## src/hdl/nqr_pkg.sv

```systemverilog
// ----------------------------------------------------------------------------
// nqr_pkg: shared types and constants of the quartic root finder
// Fixed-point format, beat payload structs, controller commands and the
// helper functions used by the datapath.
// ----------------------------------------------------------------------------
package nqr_pkg;

  // Fixed-point format of every value (Q8.24 by default).
  localparam int FRAC_BITS = 24;
  // Magnitude bits of a saturated wide intermediate value.
  localparam int MAG_W     = 62;
  // Dividend width of the bit-serial divider: magnitude shifted by FRAC_BITS.
  localparam int DIV_W     = MAG_W + FRAC_BITS;
  localparam int DCNT_W    = $clog2(DIV_W + 1);
  // Width of the saturated quotient: 33 integer bits plus the fraction.
  localparam int Q_W       = 33 + FRAC_BITS;

  localparam logic signed [63:0] WIDE_MAX = 64'sh3FFF_FFFF_FFFF_FFFF;

  // Register indexes of the configuration port.
  localparam logic [1:0] CFG_TOLERANCE = 2'd0;
  localparam logic [1:0] CFG_MIN_ITER  = 2'd1;
  localparam logic [1:0] CFG_MAX_ITER  = 2'd2;

  typedef enum logic [1:0] {
    ST_CONVERGED    = 2'd0,
    ST_ZERO_DERIV   = 2'd1,
    ST_LEFT_INTERVAL = 2'd2,
    ST_ITER_CAP     = 2'd3
  } status_t;

  typedef struct packed {
    logic signed [31:0] interval_low;
    logic signed [31:0] interval_high;
    logic signed [31:0] reference_root;
  } in_item_t;

  typedef struct packed {
    logic signed [31:0] root_estimate;
    logic [1:0]         status;
    logic [7:0]         iterations_done;
    logic [30:0]        final_error;
  } out_item_t;

  // Datapath operations issued by the controller.
  typedef enum logic [3:0] {
    DP_NOP,
    DP_LOAD,
    DP_ERR,
    DP_DF_INIT,
    DP_F_INIT,
    DP_MUL_LO,
    DP_MUL_HI,
    DP_MUL_FIN,
    DP_SAVE_DF,
    DP_DIV_INIT,
    DP_DIV_STEP,
    DP_UPDATE,
    DP_OUT
  } dp_op_t;

  // Constant added after a Horner multiplication.
  typedef enum logic [1:0] {
    HC_P22,
    HC_P29,
    HC_P11,
    HC_M10
  } hcst_t;

  typedef struct packed {
    dp_op_t  op;
    hcst_t   cst_sel;
    status_t code;
  } dp_cmd_t;

  typedef struct packed {
    logic loop_cond;
    logic cap_hit;
    logic zero_deriv;
    logic out_of_range;
    logic div_last;
  } dp_stat_t;

  typedef enum logic [3:0] {
    S_IDLE,
    S_ERR,
    S_CHECK,
    S_DF_INIT,
    S_MUL_LO,
    S_MUL_HI,
    S_MUL_FIN,
    S_DERIV_CHK,
    S_F_INIT,
    S_DIV_INIT,
    S_DIV_STEP,
    S_UPDATE,
    S_FINISH
  } state_t;

  // Integer constant scaled to the fixed-point format.
  function automatic logic signed [63:0] cst_q(input int c);
    logic signed [63:0] v;
    v = 64'(c);
    return v <<< FRAC_BITS;
  endfunction

  // Saturate a 65-bit sum to +-WIDE_MAX.
  function automatic logic signed [63:0] clamp_wide(input logic signed [64:0] v);
    logic signed [64:0] lim;
    lim = 65'(WIDE_MAX);
    if (v > lim) begin
      return WIDE_MAX;
    end else if (v < -lim) begin
      return -WIDE_MAX;
    end
    return v[63:0];
  endfunction

  // Magnitude of a wide signed value.
  function automatic logic [63:0] mag_wide(input logic signed [63:0] v);
    return v[63] ? 64'(-v) : 64'(v);
  endfunction

endpackage

```

## src/hdl/nqr_datapath.sv

```systemverilog
// ----------------------------------------------------------------------------
// nqr_datapath: arithmetic of the quartic root finder
// Holds the configuration registers, the iterate, the Horner accumulator
// with a two-pass 32x32 multiplier, a bit-serial divider and the result
// register.
// ----------------------------------------------------------------------------
module nqr_datapath (
  input  logic              clk,
  input  logic              rst_n,
  input  logic              cfg_we,
  input  logic [1:0]        cfg_index,
  input  logic [30:0]       cfg_wdata,
  input  nqr_pkg::in_item_t in_data,
  input  nqr_pkg::dp_cmd_t  cmd,
  output nqr_pkg::dp_stat_t stat,
  output nqr_pkg::out_item_t out_data
);

  logic [30:0]        tol_r;
  logic [7:0]         min_r;
  logic [7:0]         max_r;

  logic signed [31:0] lo_r, hi_r, ref_r, x_r;
  logic [7:0]         k_r;
  logic [30:0]        err_r;
  logic signed [63:0] acc_r, dfx_r;
  logic [95:0]        prod_r;
  logic               msign_r;
  logic [nqr_pkg::MAG_W-1:0] ud_r, rem_r;
  logic [nqr_pkg::DIV_W-1:0] quo_r;
  logic [nqr_pkg::DCNT_W-1:0] cnt_r;
  logic               qneg_r;
  nqr_pkg::out_item_t out_r;

  // Configuration registers.
  always_ff @(posedge clk) begin
    if (!rst_n) begin
      tol_r <= 31'd17;
      min_r <= 8'd10;
      max_r <= 8'd100;
    end else if (cfg_we) begin
      unique case (cfg_index)
        nqr_pkg::CFG_TOLERANCE: tol_r <= cfg_wdata;
        nqr_pkg::CFG_MIN_ITER:  min_r <= cfg_wdata[7:0];
        nqr_pkg::CFG_MAX_ITER:  max_r <= cfg_wdata[7:0];
        default: ;
      endcase
    end
  end

  // Operand magnitudes and the shared multiplier, low half first.
  logic [63:0]        amag;
  logic [63:0]        dfmag;
  logic [31:0]        xmag;
  logic [31:0]        mul_a;
  logic [63:0]        mul_p;
  logic signed [63:0] x64;
  logic signed [32:0] sum_lh;

  assign amag    = nqr_pkg::mag_wide(acc_r);
  assign dfmag   = nqr_pkg::mag_wide(dfx_r);
  assign xmag    = x_r[31] ? 32'(-x_r) : 32'(x_r);
  assign mul_a   = (cmd.op == nqr_pkg::DP_MUL_HI) ? amag[63:32] : amag[31:0];
  assign mul_p   = mul_a * xmag;
  assign x64     = 64'(x_r);
  assign sum_lh  = 33'(in_data.interval_low) + 33'(in_data.interval_high);

  // Finishing a Horner step: truncate, saturate, sign, add constant.
  logic [95-nqr_pkg::FRAC_BITS:0] r_sh;
  logic [62:0]        rs;
  logic signed [64:0] prod_s, hc_val, fin_sum;

  assign r_sh = prod_r[95:nqr_pkg::FRAC_BITS];

  always_comb begin
    if (r_sh > (96 - nqr_pkg::FRAC_BITS)'(nqr_pkg::WIDE_MAX)) begin
      rs = 63'(nqr_pkg::WIDE_MAX);
    end else begin
      rs = r_sh[62:0];
    end
    prod_s = msign_r ? -$signed({2'b00, rs}) : $signed({2'b00, rs});
    unique case (cmd.cst_sel)
      nqr_pkg::HC_P22: hc_val = 65'(nqr_pkg::cst_q(22));
      nqr_pkg::HC_P29: hc_val = 65'(nqr_pkg::cst_q(29));
      nqr_pkg::HC_P11: hc_val = 65'(nqr_pkg::cst_q(11));
      nqr_pkg::HC_M10: hc_val = -65'(nqr_pkg::cst_q(10));
      default:         hc_val = '0;
    endcase
    fin_sum = prod_s + hc_val;
  end

  // Divider step: shift in one dividend bit and subtract when it fits.
  logic [nqr_pkg::MAG_W:0] rem_sh;
  logic                    q_bit;

  assign rem_sh = {rem_r, quo_r[nqr_pkg::DIV_W-1]};
  assign q_bit  = rem_sh >= {1'b0, ud_r};

  // Newton update with the saturated quotient.
  logic [nqr_pkg::MAG_W-1:0] qi;
  logic [32:0]               qsat;
  logic signed [nqr_pkg::Q_W+1:0] qs, xs;

  always_comb begin
    qi   = quo_r[nqr_pkg::DIV_W-1:nqr_pkg::FRAC_BITS];
    qsat = (qi > nqr_pkg::MAG_W'(34'h1_0000_0000)) ? 33'h1_0000_0000 : qi[32:0];
    qs   = $signed({2'b00, qsat, quo_r[nqr_pkg::FRAC_BITS-1:0]});
    xs   = $signed((nqr_pkg::Q_W + 2)'(x_r)) + (qneg_r ? qs : -qs);
  end

  // Distance of the iterate from the reference root, saturated.
  logic signed [32:0] dref;
  logic [32:0]        dmag;
  logic [30:0]        err_dist;

  assign dref     = 33'(x_r) - 33'(ref_r);
  assign dmag     = dref[32] ? 33'(-dref) : 33'(dref);
  assign err_dist = (dmag > 33'h0_7FFF_FFFF) ? 31'h7FFF_FFFF : dmag[30:0];

  // Main sequencing of the working registers.
  always_ff @(posedge clk) begin
    unique case (cmd.op)
      nqr_pkg::DP_LOAD: begin
        lo_r  <= in_data.interval_low;
        hi_r  <= in_data.interval_high;
        ref_r <= in_data.reference_root;
        x_r   <= sum_lh[32:1];
        k_r   <= '0;
      end
      nqr_pkg::DP_ERR: begin
        err_r <= err_dist;
      end
      nqr_pkg::DP_DF_INIT: begin
        acc_r <= (x64 <<< 6) + (x64 <<< 4) + (x64 <<< 2) + nqr_pkg::cst_q(87);
      end
      nqr_pkg::DP_F_INIT: begin
        acc_r <= (x64 <<< 4) + (x64 <<< 2) + x64 + nqr_pkg::cst_q(29);
      end
      nqr_pkg::DP_MUL_LO: begin
        prod_r  <= 96'(mul_p);
        msign_r <= acc_r[63] ^ x_r[31];
      end
      nqr_pkg::DP_MUL_HI: begin
        prod_r <= prod_r + {mul_p, 32'd0};
      end
      nqr_pkg::DP_MUL_FIN: begin
        acc_r <= nqr_pkg::clamp_wide(fin_sum);
      end
      nqr_pkg::DP_SAVE_DF: begin
        dfx_r <= acc_r;
      end
      nqr_pkg::DP_DIV_INIT: begin
        ud_r   <= dfmag[nqr_pkg::MAG_W-1:0];
        rem_r  <= '0;
        quo_r  <= {amag[nqr_pkg::MAG_W-1:0], {nqr_pkg::FRAC_BITS{1'b0}}};
        cnt_r  <= nqr_pkg::DCNT_W'(nqr_pkg::DIV_W);
        qneg_r <= acc_r[63] ^ dfx_r[63];
      end
      nqr_pkg::DP_DIV_STEP: begin
        rem_r <= q_bit ? nqr_pkg::MAG_W'(rem_sh - {1'b0, ud_r})
                       : rem_sh[nqr_pkg::MAG_W-1:0];
        quo_r <= {quo_r[nqr_pkg::DIV_W-2:0], q_bit};
        cnt_r <= cnt_r - 1'b1;
      end
      nqr_pkg::DP_UPDATE: begin
        if (xs > (nqr_pkg::Q_W + 2)'(32'sh7FFF_FFFF)) begin
          x_r <= 32'sh7FFF_FFFF;
        end else if (xs < -(nqr_pkg::Q_W + 2)'(33'sh0_8000_0000)) begin
          x_r <= 32'sh8000_0000;
        end else begin
          x_r <= xs[31:0];
        end
        k_r <= k_r + 1'b1;
      end
      nqr_pkg::DP_OUT: begin
        out_r.root_estimate   <= (cmd.code == nqr_pkg::ST_ZERO_DERIV ||
                                  cmd.code == nqr_pkg::ST_LEFT_INTERVAL) ? '0 : x_r;
        out_r.status          <= cmd.code;
        out_r.iterations_done <= k_r;
        out_r.final_error     <= err_r;
      end
      default: ;
    endcase
  end

  // Status toward the controller.
  always_comb begin
    stat.loop_cond    = (err_r > tol_r) || (k_r < min_r);
    stat.cap_hit      = k_r >= max_r;
    stat.zero_deriv   = (acc_r == '0) || (amag < 64'(tol_r));
    stat.out_of_range = (x_r < lo_r) || (x_r > hi_r);
    stat.div_last     = cnt_r == nqr_pkg::DCNT_W'(1);
  end

  assign out_data = out_r;

endmodule

```

## src/hdl/nqr_controller.sv

```systemverilog
// ----------------------------------------------------------------------------
// nqr_controller: sequencer of the quartic root finder
// Walks one item through the loop test, the derivative and function
// evaluation, the division and the update, and owns both handshakes.
// ----------------------------------------------------------------------------
module nqr_controller (
  input  logic              clk,
  input  logic              rst_n,
  input  logic              in_valid,
  output logic              in_ready,
  output logic              out_valid,
  input  logic              out_ready,
  input  nqr_pkg::dp_stat_t stat,
  output nqr_pkg::dp_cmd_t  cmd
);

  nqr_pkg::state_t  state_r, state_nxt;
  nqr_pkg::status_t code_r, code_nxt;
  logic             is_f_r, is_f_nxt;
  logic [1:0]       mstep_r, mstep_nxt;
  logic             out_valid_r, out_valid_nxt;
  logic             out_free;

  assign out_free = !out_valid_r || out_ready;

  // State and bookkeeping registers.
  always_ff @(posedge clk) begin
    if (!rst_n) begin
      state_r     <= nqr_pkg::S_IDLE;
      code_r      <= nqr_pkg::ST_CONVERGED;
      is_f_r      <= 1'b0;
      mstep_r     <= '0;
      out_valid_r <= 1'b0;
    end else begin
      state_r     <= state_nxt;
      code_r      <= code_nxt;
      is_f_r      <= is_f_nxt;
      mstep_r     <= mstep_nxt;
      out_valid_r <= out_valid_nxt;
    end
  end

  // Next state.
  always_comb begin
    state_nxt     = state_r;
    code_nxt      = code_r;
    is_f_nxt      = is_f_r;
    mstep_nxt     = mstep_r;
    out_valid_nxt = out_valid_r && !out_ready;
    unique case (state_r)
      nqr_pkg::S_IDLE: begin
        if (in_valid) state_nxt = nqr_pkg::S_ERR;
      end
      nqr_pkg::S_ERR: state_nxt = nqr_pkg::S_CHECK;
      nqr_pkg::S_CHECK: begin
        priority if (!stat.loop_cond) begin
          code_nxt  = nqr_pkg::ST_CONVERGED;
          state_nxt = nqr_pkg::S_FINISH;
        end else if (stat.cap_hit) begin
          code_nxt  = nqr_pkg::ST_ITER_CAP;
          state_nxt = nqr_pkg::S_FINISH;
        end else begin
          state_nxt = nqr_pkg::S_DF_INIT;
        end
      end
      nqr_pkg::S_DF_INIT: begin
        is_f_nxt  = 1'b0;
        mstep_nxt = '0;
        state_nxt = nqr_pkg::S_MUL_LO;
      end
      nqr_pkg::S_MUL_LO: state_nxt = nqr_pkg::S_MUL_HI;
      nqr_pkg::S_MUL_HI: state_nxt = nqr_pkg::S_MUL_FIN;
      nqr_pkg::S_MUL_FIN: begin
        // The derivative takes two Horner products, the function three.
        if (!is_f_r && mstep_r == 2'd1) begin
          state_nxt = nqr_pkg::S_DERIV_CHK;
        end else if (is_f_r && mstep_r == 2'd2) begin
          state_nxt = nqr_pkg::S_DIV_INIT;
        end else begin
          mstep_nxt = mstep_r + 1'b1;
          state_nxt = nqr_pkg::S_MUL_LO;
        end
      end
      nqr_pkg::S_DERIV_CHK: begin
        priority if (stat.zero_deriv) begin
          code_nxt  = nqr_pkg::ST_ZERO_DERIV;
          state_nxt = nqr_pkg::S_FINISH;
        end else if (stat.out_of_range) begin
          code_nxt  = nqr_pkg::ST_LEFT_INTERVAL;
          state_nxt = nqr_pkg::S_FINISH;
        end else begin
          state_nxt = nqr_pkg::S_F_INIT;
        end
      end
      nqr_pkg::S_F_INIT: begin
        is_f_nxt  = 1'b1;
        mstep_nxt = '0;
        state_nxt = nqr_pkg::S_MUL_LO;
      end
      nqr_pkg::S_DIV_INIT: state_nxt = nqr_pkg::S_DIV_STEP;
      nqr_pkg::S_DIV_STEP: begin
        if (stat.div_last) state_nxt = nqr_pkg::S_UPDATE;
      end
      nqr_pkg::S_UPDATE: state_nxt = nqr_pkg::S_ERR;
      nqr_pkg::S_FINISH: begin
        if (out_free) begin
          out_valid_nxt = 1'b1;
          state_nxt     = nqr_pkg::S_IDLE;
        end
      end
      default: state_nxt = nqr_pkg::S_IDLE;
    endcase
  end

  // Commands and handshake outputs.
  always_comb begin
    cmd.op      = nqr_pkg::DP_NOP;
    cmd.code    = code_r;
    cmd.cst_sel = nqr_pkg::HC_P22;
    unique case ({is_f_r, mstep_r})
      3'b000:  cmd.cst_sel = nqr_pkg::HC_P22;
      3'b001:  cmd.cst_sel = nqr_pkg::HC_P29;
      3'b100:  cmd.cst_sel = nqr_pkg::HC_P11;
      3'b101:  cmd.cst_sel = nqr_pkg::HC_P29;
      3'b110:  cmd.cst_sel = nqr_pkg::HC_M10;
      default: cmd.cst_sel = nqr_pkg::HC_P22;
    endcase
    unique case (state_r)
      nqr_pkg::S_IDLE:      if (in_valid) cmd.op = nqr_pkg::DP_LOAD;
      nqr_pkg::S_ERR:       cmd.op = nqr_pkg::DP_ERR;
      nqr_pkg::S_DF_INIT:   cmd.op = nqr_pkg::DP_DF_INIT;
      nqr_pkg::S_F_INIT:    cmd.op = nqr_pkg::DP_F_INIT;
      nqr_pkg::S_MUL_LO:    cmd.op = nqr_pkg::DP_MUL_LO;
      nqr_pkg::S_MUL_HI:    cmd.op = nqr_pkg::DP_MUL_HI;
      nqr_pkg::S_MUL_FIN:   cmd.op = nqr_pkg::DP_MUL_FIN;
      nqr_pkg::S_DERIV_CHK: cmd.op = nqr_pkg::DP_SAVE_DF;
      nqr_pkg::S_DIV_INIT:  cmd.op = nqr_pkg::DP_DIV_INIT;
      nqr_pkg::S_DIV_STEP:  cmd.op = nqr_pkg::DP_DIV_STEP;
      nqr_pkg::S_UPDATE:    cmd.op = nqr_pkg::DP_UPDATE;
      nqr_pkg::S_FINISH:    if (out_free) cmd.op = nqr_pkg::DP_OUT;
      default:              cmd.op = nqr_pkg::DP_NOP;
    endcase
  end

  assign in_ready  = state_r == nqr_pkg::S_IDLE;
  assign out_valid = out_valid_r;

endmodule

```

## src/hdl/newton_quartic_root_finder.sv

```systemverilog
// ----------------------------------------------------------------------------
// newton_quartic_root_finder: Newton-Raphson root search on a fixed quartic
// Iterates x <- x - f(x)/f'(x) for f = 21x^4+29x^3+11x^2+29x-10 in Q8.24,
// starting at the midpoint of the given interval.
// ----------------------------------------------------------------------------
// One item is worked at a time. Each Newton update (counted in
// iterations_done) runs the bit-serial divider that forms f(x)/f'(x) and
// five Horner products, each a low-half pass, a high-half pass and a
// finishing step on one shared 32x32 multiplier, plus control steps. A
// finished result waits in its own register, so the next beat is accepted
// as soon as the sequencer is idle.
module newton_quartic_root_finder (
  input  logic               clk,
  input  logic               rst_n,
  input  logic               in_valid,
  output logic               in_ready,
  input  nqr_pkg::in_item_t  in_data,
  output logic               out_valid,
  input  logic               out_ready,
  output nqr_pkg::out_item_t out_data,
  input  logic               cfg_we,
  input  logic [1:0]         cfg_index,
  input  logic [30:0]        cfg_wdata
);

  nqr_pkg::dp_cmd_t  cmd;
  nqr_pkg::dp_stat_t stat;

  // Sequencer.
  nqr_controller u_ctrl (
    .clk       (clk),
    .rst_n     (rst_n),
    .in_valid  (in_valid),
    .in_ready  (in_ready),
    .out_valid (out_valid),
    .out_ready (out_ready),
    .stat      (stat),
    .cmd       (cmd)
  );

  // Arithmetic and registers.
  nqr_datapath u_dp (
    .clk       (clk),
    .rst_n     (rst_n),
    .cfg_we    (cfg_we),
    .cfg_index (cfg_index),
    .cfg_wdata (cfg_wdata),
    .in_data   (in_data),
    .cmd       (cmd),
    .stat      (stat),
    .out_data  (out_data)
  );

endmodule

```

## config.mk

```make
export PLATFORM = sky130hd
export DESIGN_NAME = newton_quartic_root_finder
export DESIGN_NICKNAME = d
export VERILOG_FILES = /design/src/hdl/nqr_pkg.sv /design/src/hdl/nqr_datapath.sv /design/src/hdl/nqr_controller.sv /design/src/hdl/newton_quartic_root_finder.sv
export SDC_FILE = /design/constraint.sdc
export NUM_CORES = 2
export LEC_CHECK = 0
export CAP_MARGIN = 20
export CELL_PAD_IN_SITES_DETAIL_PLACEMENT = 0
export CELL_PAD_IN_SITES_GLOBAL_PLACEMENT = 2
export CORE_ASPECT_RATIO = 0.9
export CORE_MARGIN = 8
export CORE_UTILIZATION = 40
export CTS_CLUSTER_DIAMETER = 150
export CTS_CLUSTER_SIZE = 10
export DETAILED_ROUTE_END_ITERATION = 10
export DONT_BUFFER_PORTS = 1
export PLACE_DENSITY_LB_ADDON = 0.1
export SKIP_CTS_REPAIR_TIMING = 1
export SLEW_MARGIN = 20
export SYNTH_ARGS = -nofsm -noshare
export SYNTH_HDL_FRONTEND = slang
export SYNTH_SLANG_ARGS = --single-unit
```

## constraint.sdc

```tcl
create_clock -name clk -period 17 [get_ports clk]
set_input_delay 2.55 -clock clk [delete_from_list [all_inputs] [get_ports clk]]
set_output_delay 2.55 -clock clk [all_outputs]
set_load 0.005 [all_outputs]
```

==> flow_summary.yaml <==
grt:
  grt_pass1_vias: 74800
  grt_pass1_wl_um: 536000
  grt_max_degree: 83
  grt.total_usage_pct: 30.2
  antenna_found_initial: 28
  overflow: 0
worst_setup_path:
  crit_path_start_kind: "flop"
  cp_slowest_cell: "xor2_1"
  endpoint: "u_dp.prod_r[94]"
  r2r_start: "u_dp.acc_r[9]"
  critPathKind: "reg -> reg"
  critPathMostFrequentCell: "fa_1"
  required_ns: 17.48
  max_stage_delay_ns: 0.74
  r2r_end: "u_dp.prod_r[94]"
  critical_path_arrival_ns: 16.05
  end_kind: "flop"
  crit_start: "u_dp.acc_r[9]"
  r2r_cells: 42
  crit_fanout: 17
  r2r_setup_slack_ns: 1.42
finish:
  layout_commonest_cell: "inv_1"
  drive_above_1_share_pct: 5.20
  area_growth_pct: 7.76
  fillers: 22500
  nets: 11900
  layout_common_cells: "1245 x inv_1, 1160 x nor2_1, 1047 x nand2_1, 932 x fa_1, 757 x ha_1"
drt:
  wl_per_cell_um: 28.4
  dr.pass1.iters: 6
  drc: 0
  ant_nets: 0
  drt-total-wl_um: 373000
  drt_iter0_markers: 7974
  viasPerCell: 5.83
  dr_total_vias: 76500
synth:
  synthArstFlopShare_pct: 0
  seq_area_frac_synth_pct: 23.2
  yosysWarningCount: 0
  syn_inst: 10100
  avgSynthCellArea_um2: 8.90
  synthesis.area_mm2: 0.0901
  synth_cell_types: 96
  synth_flop_cell: "edfxtp_1"
  synth-edff-count: 658
  ys_ff_latch: 715
  synthesis.nets: 12000
die:
  row_count: 165
  coreArea_mm2: 0.224
  fp.dieH_um: 466
  initial_core_util_pct: 40.2
  die_x_um: 516
  die_area_mm2: 0.241
  ioPinCount: 209
timing:
  rsz0062_at_grt: "false"
  min_period_ns: 15.58
  finalSetupViolations: 0
  drv_slew: 0
  timing.slew.headroom_pct: 20.1
  max_freq_mhz: 64.2
  fin_tns_setup_ns: 0
  hold_viol: 0
  tightest_slew_ns: 1.19
  skew_ns: 0.0581
  fin_crit_sh_pct: 91.6
min_path:
  hold_class: "reg -> reg"
  hp-start: "u_dp.max_r[7]"
place:
  numPortBuffers: 0
  place.gp.congestion: 0.995
  dpl.hpwl_um: 299000
clock_tree:
  cts_tree: "done"
  ctsRootBufferMaster: "clkbuf_16"
  cts.sinks: 715
  clock_latency_ns: 0.75
  htreeDepth: 3
  cts_buffers: 83
  clk_path_buf_depth: 3
  path_clk_slew_ns: 0.07
job:
  max_cap_violations: 0
run_status:
  status: "complete, no violations"
cells by family after synthesis:
family / after synthesis / synth area share [%]
AOI/OAI and AO/OA: 2065 / 15.0
xor gates and xnor gates: 608 / 5.92
adders and majority gates: 1689 / 31.2
buffers and inverters: 1677 / 7.01
DFF: 715 / 23.2
muxes: 76 / 0.866
and+or+nand+nor: 3303 / 16.8
Yosys cell counts, types with 22 or more instances:
master | number | area [um2]
a211o_1 | 25 | 219
a211oi_1 | 87 | 653
a21boi_0 | 50 | 375
a21o_1 | 260 | 1950
a21oi_1 | 538 | 2690
a221o_1 | 28 | 280
a221oi_1 | 24 | 210
a311oi_1 | 26 | 228
a31oi_1 | 72 | 450
and2_1 | 94 | 588
and3_1 | 96 | 601
buf_1 | 23 | 86.3
clkbuf_1 | 398 | 1490
dfxtp_1 | 57 | 1140
edfxtp_1 | 658 | 19800
fa_1 | 932 | 18700
ha_1 | 757 | 9470
inv_1 | 1246 | 4680
mux2i_1 | 60 | 601
nand2_1 | 1049 | 3940
nand2b_1 | 99 | 619
nand3_1 | 112 | 561
nand4_1 | 105 | 657
nor2_1 | 1168 | 4380
nor2b_1 | 81 | 507
nor3_1 | 155 | 776
nor3b_1 | 22 | 165
nor4_1 | 61 | 382
o211ai_1 | 67 | 503
o21a_1 | 82 | 616
o21ai_0 | 387 | 1940
o21bai_1 | 47 | 353
o22ai_1 | 44 | 275
o311ai_0 | 23 | 201
o31a_1 | 22 | 193
o31ai_1 | 75 | 563
o41ai_1 | 39 | 342
or2_2 | 39 | 244
or3_1 | 81 | 507
or4_1 | 47 | 353
xnor2_1 | 338 | 2960
xor2_1 | 268 | 2350
through the flow:
stage	instance area [um2]	utilization, %	cells	hold WS, ns	worst slack, ns
after floorplan	90100	-	10100	0.424	4.56
after global placement	94600	42.2	12900	0.449	1.59
after detailed placement	94600	42.2	12900	0.456	1.70
after CTS	97000	43.2	13100	0.464	1.65
after global routing	97100	43.3	13100	0.486	0.688
final	97100	43.3	13100	0.460	1.42
critical path, delay by kind of cell, from the launching register on:
family                   cells  cell delay, ns
buffers and inverters        6            0.73
AO/OA/AOI/OAI               17            4.95
multiplexers                 1            0.15
XOR/XNOR                     2            1.07
adder cells (fa/ha/maj)     10            5.04
AND/OR/NAND/NOR              6            2.84
flip-flops                   1            0.48
worst min-delay path by stage:
stage / to / slack, ns / cells past startpoint
floorplan: u_dp.dfx_r[32] / 0.42 / 0
global placement: u_dp.max_r[3] / 0.45 / 2
detailed placement: u_dp.max_r[7] / 0.46 / 2
CTS: u_dp.max_r[7] / 0.46 / 2
global route: u_dp.tol_r[30] / 0.49 / 2
finish: u_dp.max_r[7] / 0.46 / 2
metal layers:
metal / track usage, % / wire length (um) / share of wire, % / up-vias
li1: - / - / - / 34400
met1: 43.4 / 168000 / 45 / 38700
met2: 45.9 / 161000 / 43 / 2930
met3: 5.85 / 30400 / 8.1 / 462
met4: 9.35 / 13600 / 3.6 / 6
met5: 0 / 40 / 0.011 / -
registers in the layout, summed over array words and instances, names as in the netlist, 2 cells and up:
| signal | count |
|---|---|
| u_dp.quo_r | 86 |
| u_dp.out_data | 73 |
| u_dp.prod_r | 72 |
| u_dp.acc_r | 64 |
| u_dp.dfx_r | 63 |
| u_dp.rem_r | 62 |
| u_dp.ud_r | 62 |
| u_dp.hi_r | 32 |
| u_dp.lo_r | 32 |
| u_dp.ref_r | 32 |
| u_dp.x_r | 32 |
| u_dp.err_r | 31 |
| u_dp.tol_r | 31 |
| u_dp.k_r | 8 |
| u_dp.max_r | 8 |
| u_dp.min_r | 8 |
| u_dp.cnt_r | 7 |
| u_ctrl.state_r | 4 |
| u_ctrl.code_r | 2 |
| u_ctrl.mstep_r | 2 |
layout make-up:
type | count | area (um2) | share of cell area [%]
multi-input cells | 7741 | 63500 | 65.4
flip-flops and latches | 715 | 20900 | 21.5
inverters | 1246 | 4680 | 4.81
well taps | 3006 | 3760 | 3.87
clock buffers | 113 | 2230 | 2.30
repair buffers | 240 | 1810 | 1.86
clock inverters | 10 | 195 | 0.201
diodes | 33 | 82.6 | 0.0850
Power is not shown: default switching activity piles up to over one toggle a cycle in this logic, so the estimate is an artifact.
